--- src/sv/per_class_box_suppression_defines.svh ---
// ----------------------------------------------------------------------------
// per_class_box_suppression_defines: assertion macros
// Shared check shorthands; each expects clk and rst_n in scope.
// ----------------------------------------------------------------------------
`ifndef PER_CLASS_BOX_SUPPRESSION_DEFINES_SVH
`define PER_CLASS_BOX_SUPPRESSION_DEFINES_SVH

// same-cycle implication
`define PCBS_ASSERT_IMP(label, ante, cons) \
  label: assert property (@(posedge clk) disable iff (!rst_n) (ante) |-> (cons)) \
    else $error("pcbs: same-cycle check failed");

// next-cycle implication
`define PCBS_ASSERT_NXT(label, ante, cons) \
  label: assert property (@(posedge clk) disable iff (!rst_n) (ante) |=> (cons)) \
    else $error("pcbs: next-cycle check failed");

`endif

--- src/sv/pcbs_pkg.sv ---
`timescale 1ns / 1ps
// ----------------------------------------------------------------------------
// pcbs_pkg
// Shared constants and types for the per-class box suppression block.
// ----------------------------------------------------------------------------
package pcbs_pkg;

  localparam int STORE_DEPTH_DEF = 256;
  localparam int MAX_OUT_DEF     = 64;
  localparam int COORD_BITS_DEF  = 16;

  localparam int IOU_LAT = 5;

  localparam logic [15:0] THRESH_RST   = 16'd29491;
  localparam logic [6:0]  MAX_KEPT_RST = 7'd64;

  localparam logic [1:0] CFG_THRESHOLD = 2'd0;
  localparam logic [1:0] CFG_MAX_KEPT  = 2'd1;

  typedef struct packed {
    logic clr;
    logic shift;
  } ring_ctrl_t;

endpackage

--- src/sv/pcbs_cell.sv ---
`timescale 1ns / 1ps
// ----------------------------------------------------------------------------
// pcbs_cell
// One slot of the kept-box ring; takes its neighbor's box on each shift.
// ----------------------------------------------------------------------------
module pcbs_cell #(
  parameter int W = 72
) (
  input  logic                   clk,
  input  logic                   rst_n,
  input  pcbs_pkg::ring_ctrl_t   ctrl,
  input  logic                   nb_valid,
  input  logic [W-1:0]           nb_data,
  output logic                   valid,
  output logic [W-1:0]           data
);

  logic         valid_r;
  logic [W-1:0] data_r;

  always_ff @(posedge clk) begin
    if (!rst_n) begin
      valid_r <= 1'b0;
    end else if (ctrl.clr) begin
      valid_r <= 1'b0;
    end else if (ctrl.shift) begin
      valid_r <= nb_valid;
    end
  end

  always_ff @(posedge clk) begin
    if (ctrl.shift) begin
      data_r <= nb_data;
    end
  end

  assign valid = valid_r;
  assign data  = data_r;

endmodule

--- config.mk ---
export PLATFORM = sky130hd
export DESIGN_NAME = pcbs_cell
export DESIGN_NICKNAME = d
export VERILOG_FILES = /design/src/sv/per_class_box_suppression_defines.svh /design/src/sv/pcbs_pkg.sv /design/src/sv/pcbs_cell.sv
export SDC_FILE = /design/constraint.sdc
export NUM_CORES = 1
export LEC_CHECK = 0
export ABC_AREA = 0
export BUFFER_PORTS_ARGS = -buffer_cell sky130_fd_sc_hd__buf_2
export CORE_MARGIN = 5
export CORE_UTILIZATION = 40
export DETAILED_ROUTE_END_ITERATION = 7
export GPL_ROUTABILITY_DRIVEN = 1
export PLACE_DENSITY = 0.82
export SETUP_SLACK_MARGIN = 0.05
export SYNTH_ARGS = -nofsm -noshare
export SYNTH_HDL_FRONTEND = slang
export SYNTH_SLANG_ARGS = --single-unit
--- constraint.sdc ---
create_clock -name clk -period 0.8 [get_ports clk]
set_input_delay 0.04 -clock clk [delete_from_list [all_inputs] [get_ports clk]]
set_output_delay 0.04 -clock clk [all_outputs]
set_load 0.005 [all_outputs]
==> metrics <==
worst path bufs/invs 1; Sink Count 73; unique cell type count in the Yosys netlist 4; Worst path depth 1; Max Fclk 1.086 GHz; Max-cap violations 0; post-synthesis cell count 75; Vias 1709; Clock Tree Root clkbuf_8; Post-Syn Area 2205 sq um; CP required 760 ps; layout cell share with drive strength beyond 1 0.5266; final core occ 0.7366; maximum vdd drop 1.581 mV; critical path capture point type primary output; slew margin rel. 0.8445; Layout area overhead 81.73%; starting density of the core 0.4053; Tmin final 920.8 ps; status finished with violations; Remaining Overflow, GRT 0; Synth Area per Inst 29.39 sq um; Mapped Nets 152; worst min-delay path class primary input to flip-flop; vias per cell 4.371; Final Hold Viols 0; CTS Buf Count 9; Least-Margin Pin Slew 233.3 ps; Worst path max stage delay 390 ps; part of the Yosys area used for sequential elements 0.9898; Reg clk slew, reported paths 70 ps; WP data arrival 880 ps; Fin Clk Skew 0 ps; Cell Chain, Critical Path buf_2; Post-layout nets 391; commonest cells after routing, fill and taps aside buf_2, dlygate4sd3_1, edfxtp_1; initial antenna violation count 0; Detail Route Antenna Nets 0; pwr/cell area 2018 nW/um^2; hold depth 3; violated checks setup timing; Slowest cell on crit path edfxtp_1; Starting DRT DRC Count 77; total track usage 0.2043; fill cell total of the finished layout 310; most common cell after layout, fill and taps aside buf_2; die area 7096 sq um; synth warn 0; number of global-route vias before repair 1971; Synth area leader edfxtp_1; CTS tree done; Max clock buf depth 2; Synth top area share 0.9807; fin crit share 1.151; WS Path Type flip-flop to primary output; Area contributors post-synth edfxtp_1, dfxtp_1, nor3b_2, mux2i_1; Static Leak 0.001730 uW; H-tree depth 3; Worst setup SP type flip-flop; pin count of the biggest net entering global routing 38; Core Region 5439 sq um; flops & latches, synth 73; worst-skew pair later-pin latency 330 ps; Die Width 84.24 microns; Rows 27; Slew Viols, Final 0; Die Y 84.24 microns; WL/cell 17.42 microns; Detailed Place HPWL 3874 microns; top cell family by delay on the critical path flip-flops; Final Worst Setup Slack -120.8 ps; Reg2Reg Depth 3; final wirelength 6813 microns; DRC 0; Hold WS 90.57 ps; RSZ-0062 raised after global routing true; global-route wire length before repair 10710 microns; # port buffers 149; GP Congestion 0.6886; Final Setup Violations 74; n_diodes 0; CP Max Fanout 1; drt first pass iters 4; # IOs 150
[state kept, by name (all words and copies together) (netlist names)]
register	cells
valid	1
data	72
[metal layers]
metal / wire length (microns) / global-route usage / share of wire
met3: 589 / 0.08047 / 0.086
met5: 0 / 0 / 0
met2: 3876 / 0.3752 / 0.57
met1: 2136 / 0.2022 / 0.31
met4: 211 / 0.08772 / 0.031
[cell families after synthesis]
| group | synth area share |
|---|---|
| DFF | 0.9898 |
| muxes | 0.004540 |
| and+or+nand+nor | 0.005674 |
[worst paths after layout]
path	from	end	slack [ps]
worst max-delay path	data[22]	data[22]	-120
worst min-delay path	nb_valid	valid	90
worst max register to register	valid	valid	0
worst min register to register	valid	valid	700
[repair_timing]
| item | 4_1_cts | 5_1_grt |
|---|---|---|
| hold endpoints to repair | 73 | 0 |
| hold buffers | 74 | 0 |
| setup endpoints to repair | 73 | 73 |
| resized for setup | 1 | 1 |
| buffers inserted | 0 | 1 |
[final cells by class]
class,count,area [sq um],share of cell area
clock buffers,16,170.2,0.04247
multi-input cells,2,26.28,0.006558
flip-flops and latches,73,2183,0.5450
well taps,72,90.09,0.02249
repair buffers,228,1536,0.3835
[power breakdown]
part	total [uW]	switching, uW	internal (uW)
Sequential	4620	83.4	4530
Clock	2530	1230	1310
Combinational	933	360	573
[through the flow]
step	setup TNS [ps]	power (uW)	cell area, sq um	worst slack [ps]	cells
after detailed placement	-868.9	5318	3083	-48.62	300
final	-5496	8084	4006	-120.8	391
after CTS	-6061	8063	3995	-134.4	390
after global routing	-8698	8445	4006	-161.8	391
after floorplan	0	4743	2205	184.6	75
after global placement	-320.2	5281	3083	-18.25	300
[synth_stat cells, drive strengths merged]
library cell,number
mux2i,1
dfxtp,1
edfxtp,72
nor3b,1
(Power assumes the default switching activity.)
