**src/sv/per_class_box_suppression_defines.svh**
```systemverilog
// ----------------------------------------------------------------------------
// per_class_box_suppression_defines: assertion macros
// Shared check shorthands; each expects clk and rst_n in scope.
// ----------------------------------------------------------------------------
`ifndef PER_CLASS_BOX_SUPPRESSION_DEFINES_SVH
`define PER_CLASS_BOX_SUPPRESSION_DEFINES_SVH

// same-cycle implication
`define PCBS_ASSERT_IMP(label, ante, cons) \
  label: assert property (@(posedge clk) disable iff (!rst_n) (ante) |-> (cons)) \
    else $error("pcbs: same-cycle check failed");

// next-cycle implication
`define PCBS_ASSERT_NXT(label, ante, cons) \
  label: assert property (@(posedge clk) disable iff (!rst_n) (ante) |=> (cons)) \
    else $error("pcbs: next-cycle check failed");

`endif

```
**src/sv/pcbs_iou.sv**
```systemverilog
`timescale 1ns / 1ps
// ----------------------------------------------------------------------------
// pcbs_iou
// Five-stage overlap test: inter * 2^16 > threshold * union.
// ----------------------------------------------------------------------------
module pcbs_iou #(
  parameter int CB = 16
) (
  input  logic          clk,
  input  logic          rst_n,
  input  logic          in_v,
  input  logic [CB-1:0] a_l, a_t, a_r, a_b,
  input  logic [CB-1:0] b_l, b_t, b_r, b_b,
  input  logic [15:0]   thresh,
  output logic          hit_v,
  output logic          hit
);

  localparam int PW = 2 * CB;

  logic [CB-1:0] x1, y1, x2, y2;
  logic [CB-1:0] iw_r, ih_r, wa_r, ha_r, wb_r, hb_r;
  logic          ov1_r, ov2_r, ov3_r, ov4_r;
  logic [PW-1:0] inter2_r, aa2_r, ab2_r, inter3_r;
  logic [PW:0]   uni3_r;
  logic [PW+15:0] lhs4_r;
  logic [PW+16:0] rhs4_r;
  logic          v1_r, v2_r, v3_r, v4_r, v5_r, hit_r;

  assign x1 = (a_l > b_l) ? a_l : b_l;
  assign y1 = (a_t > b_t) ? a_t : b_t;
  assign x2 = (a_r < b_r) ? a_r : b_r;
  assign y2 = (a_b < b_b) ? a_b : b_b;

  always_ff @(posedge clk) begin
    if (!rst_n) begin
      v1_r <= 1'b0;
      v2_r <= 1'b0;
      v3_r <= 1'b0;
      v4_r <= 1'b0;
      v5_r <= 1'b0;
    end else begin
      v1_r <= in_v;
      v2_r <= v1_r;
      v3_r <= v2_r;
      v4_r <= v3_r;
      v5_r <= v4_r;
    end
  end

  always_ff @(posedge clk) begin
    // stage 1: extents
    iw_r  <= x2 - x1;
    ih_r  <= y2 - y1;
    wa_r  <= a_r - a_l;
    ha_r  <= a_b - a_t;
    wb_r  <= b_r - b_l;
    hb_r  <= b_b - b_t;
    ov1_r <= (x2 > x1) && (y2 > y1);
    // stage 2: areas
    inter2_r <= PW'(iw_r) * PW'(ih_r);
    aa2_r    <= PW'(wa_r) * PW'(ha_r);
    ab2_r    <= PW'(wb_r) * PW'(hb_r);
    ov2_r    <= ov1_r;
    // stage 3: union
    uni3_r   <= (PW + 1)'(aa2_r) + (PW + 1)'(ab2_r) - (PW + 1)'(inter2_r);
    inter3_r <= inter2_r;
    ov3_r    <= ov2_r;
    // stage 4: scale both sides
    lhs4_r <= {inter3_r, 16'd0};
    rhs4_r <= (PW + 17)'(thresh) * (PW + 17)'(uni3_r);
    ov4_r  <= ov3_r && (uni3_r != '0);
    // stage 5: compare
    hit_r  <= ov4_r && ((PW + 17)'(lhs4_r) > rhs4_r);
  end

  assign hit_v = v5_r;
  assign hit   = hit_r;

endmodule

```
**config.mk**
```make
export PLATFORM = sky130hd
export DESIGN_NAME = pcbs_iou
export DESIGN_NICKNAME = d
export VERILOG_FILES = /design/src/sv/per_class_box_suppression_defines.svh /design/src/sv/pcbs_iou.sv
export SDC_FILE = /design/constraint.sdc
export NUM_CORES = 2
export LEC_CHECK = 0
export BUFFER_PORTS_ARGS = -buffer_cell sky130_fd_sc_hd__buf_4
export CORE_ASPECT_RATIO = 1.25
export CORE_MARGIN = 4
export CORE_UTILIZATION = 66
export DETAILED_ROUTE_END_ITERATION = 8
export PLACE_DENSITY_LB_ADDON = 0.15
export SYNTH_ARGS = -nofsm -noshare
export SYNTH_HDL_FRONTEND = slang
export SYNTH_SLANG_ARGS = --single-unit
```
**constraint.sdc**
```tcl
create_clock -name clk -period 11.2 [get_ports clk]
set_clock_uncertainty 0.05 [all_clocks]
set_input_delay 3.36 -clock clk [delete_from_list [all_inputs] [get_ports clk]]
set_output_delay 3.36 -clock clk [all_outputs]
set_load 0.02 [all_outputs]
```
==> out/qor.csv <==
metric,value,unit
status,finished clean,
clock transition at the registers of the reported paths,70,ps
crit start category,input port,
clock sink count,348,
Die Height,340.5,um
CP required,11650,ps
fin util,70.38,%
Clock Tree Buf Depth,3,
"top cells by area, synth","fa_1, ha_1, dfxtp_1",
hold buffers post-CTS,0,
post-synthesis sequential area ratio,11.93,%
die width,274.0,um
setup TNS,0,ps
Vias,44000,
Root Buffer,clkbuf_16,
Max Fclk,104.9,MHz
Met1 Wirelength,54100,um
synthesis-to-layout area growth,5.482,%
core area,87510,um2
WL met2,73650,um
Final Hold Viols,0,
gr ovfl total,0,
cts repair resizes,0,
Synth Register Bits,348,
GRT Total Usage,33.01,%
Max-cap violations,0,
"EDFF count, synth",0,
Buffers on Ports,148,
Mapped Avg Cell Area,8.946,um2
Final ANT Viol Nets,0,
DR top layer,met5,
Netlist Area Pre-Place,58390,um2
nets,8374,
Rows,121,
post-synth cell types,84,
prevailing post-synth register cell,dfxtp_1,
vias in the first global route,47690,
ratio of cells with drive above 1 in the final layout,4.534,%
total CTS buffers,35,
top-count cell post-synth,inv_1,
fin crit share,85.08,%
initial core utilization,66.72,%
gpl congestion,1.030,
Post-Syn Nets,8378,
initial antenna violation count,1,
final worst slack,1671,ps
DR WL/cell,19.28,um
"top cells by count, synth","inv_1, fa_1, nand2_1",
Post-route DRC,0,
biggest area consumer among synthesized cells,fa_1,
met3 WL,9512,um
Ports,149,
final wirelength,148800,um
post-DP HPWL,121400,um
Slew @ Worst Pin,1354,ps
Synth top area share,36.07,%
Worst-Skew Late Latency,580,ps
CP endpoint kind,flop,
CTS HTree Levels,2,
die area,93320,um2
async set-reset flop share out of synthesis,0,%
CTS tree,done,
YS warnings,0,
Hold WC Path Type,reg2reg,
RSZ-0062 raised after global routing,false,
routed vias/inst,5.700,
largest net degree at the start of global routing,34,
critical path class,in2reg,
"Slew Viols, Final",0,
CP arrival,9980,ps
R2R setup slack,3680,ps
final setup fails,0,
crit-path max FO,33,
Pre-antenna DRT Iters,5,
Place WS,1167,ps
Starting DRT DRC Count,2541,
worst rel slew slack,9.473,%
first-pass GRT wire length,244100,um
Tmin final,9529,ps
postcts setup bufs,0,
Post-Syn Instances,6527,
-- layout make-up --
cell class              instances  area (um2)
diodes                          2       5.005
flip-flops and latches        348        6967
clock inverters                23       290.3
inverters                    1487        5582
fillers                      7021       25920
well taps                    1168        1461
clock buffers                  41       949.7
multi-input cells            4483       45070
repair buffers                168        1261
-- stage by stage --
stage,area (um2),hold slack (ps),cells
final,61590,275.2,7720
after global routing,61580,280.9,7718
after CTS,61580,273.7,7718
after detailed placement,60340,262.1,7654
after global placement,60340,260.3,7654
after floorplan,58390,259.6,6527
-- sequential cells by signal, summed over array words and instances (netlist names), 16 cells and up --
register	flops
wb_r	16
aa2_r	32
inter3_r	32
lhs4_r	32
rhs4_r	49
inter2_r	32
wa_r	16
hb_r	16
ha_r	16
uni3_r	33
iw_r	16
ih_r	16
ab2_r	32
-- worst paths after layout --
kind	from	depth (start not counted)	endpoint
max	thresh[8]	23	rhs4_r[46]
max reg2reg	iw_r[7]	20	inter2_r[29]
min reg2reg	inter3_r[16]	0	lhs4_r[32]
min	inter3_r[16]	0	lhs4_r[32]
-- cells in the final DEF, fill, tap and decap left out, drive strengths merged, types with 6 or more instances in the layout --
cell type and count:
o41ai 8, or3 17, a211oi 34, nor2 127, fa 1052, o21ai 105, nand4 42, nand3 57
and4 7, o211ai 11, inv 1492, o21a 31, clkinv 12, a221oi 8, mux2i 39, nor4 13
dfxtp 348, a21oi 209, a21boi 11, nor2b 30, nand2 927, a31oi 20, buf 168, and2 491
ha 652, and3 17, a41oi 6, o21bai 20, nand2b 22, nor3 39, clkbuf 41, a21o 133
o31ai 10, a2111oi 7, mux2 30, xor2 52, or2 10, xnor2 183
-- cells by family (layout without fill, tap and decap cells) --
| kind of cell | after synthesis | in the layout | synth area share (%) |
|---|---|---|---|
| buffers and inverters | 1696 | 1719 | 10.92 |
| adder cells (fa/ha/maj) | 1704 | 1704 | 50.04 |
| XOR/XNOR | 235 | 235 | 3.525 |
| multiplexers | 69 | 69 | 1.247 |
| other | 0 | 2 | 0 |
| flip-flops | 348 | 348 | 11.93 |
| AO/OA/AOI/OAI | 661 | 661 | 7.524 |
| AND/OR/NAND/NOR | 1814 | 1814 | 14.81 |
-- critical path, stage by stage --
cell and delay [ps]:
buf_4 370, nand2_1 140, fa_1 550, inv_1 60, fa_1 500, inv_1 50
fa_1 530, inv_1 60, fa_1 480, fa_1 500, inv_1 50, fa_1 480
inv_1 40, ha_1 340, o21a_1 180, nor2_1 80, or3_1 340, o32ai_1 280
a21oi_1 370, o31ai_2 510, nand3_1 180, a311oi_1 330, xor2_1 180
-- metal layers --
metal / vias up / GRT usage, %
li1: 19870 / -
met3: 544 / 4.655
met4: 2 / 20.18
met1: 21860 / 39.04
met2: 1721 / 56.90
met5: - / 0
Power is not shown: default switching activity piles up to over one toggle a cycle in this logic, so the estimate is an artifact.
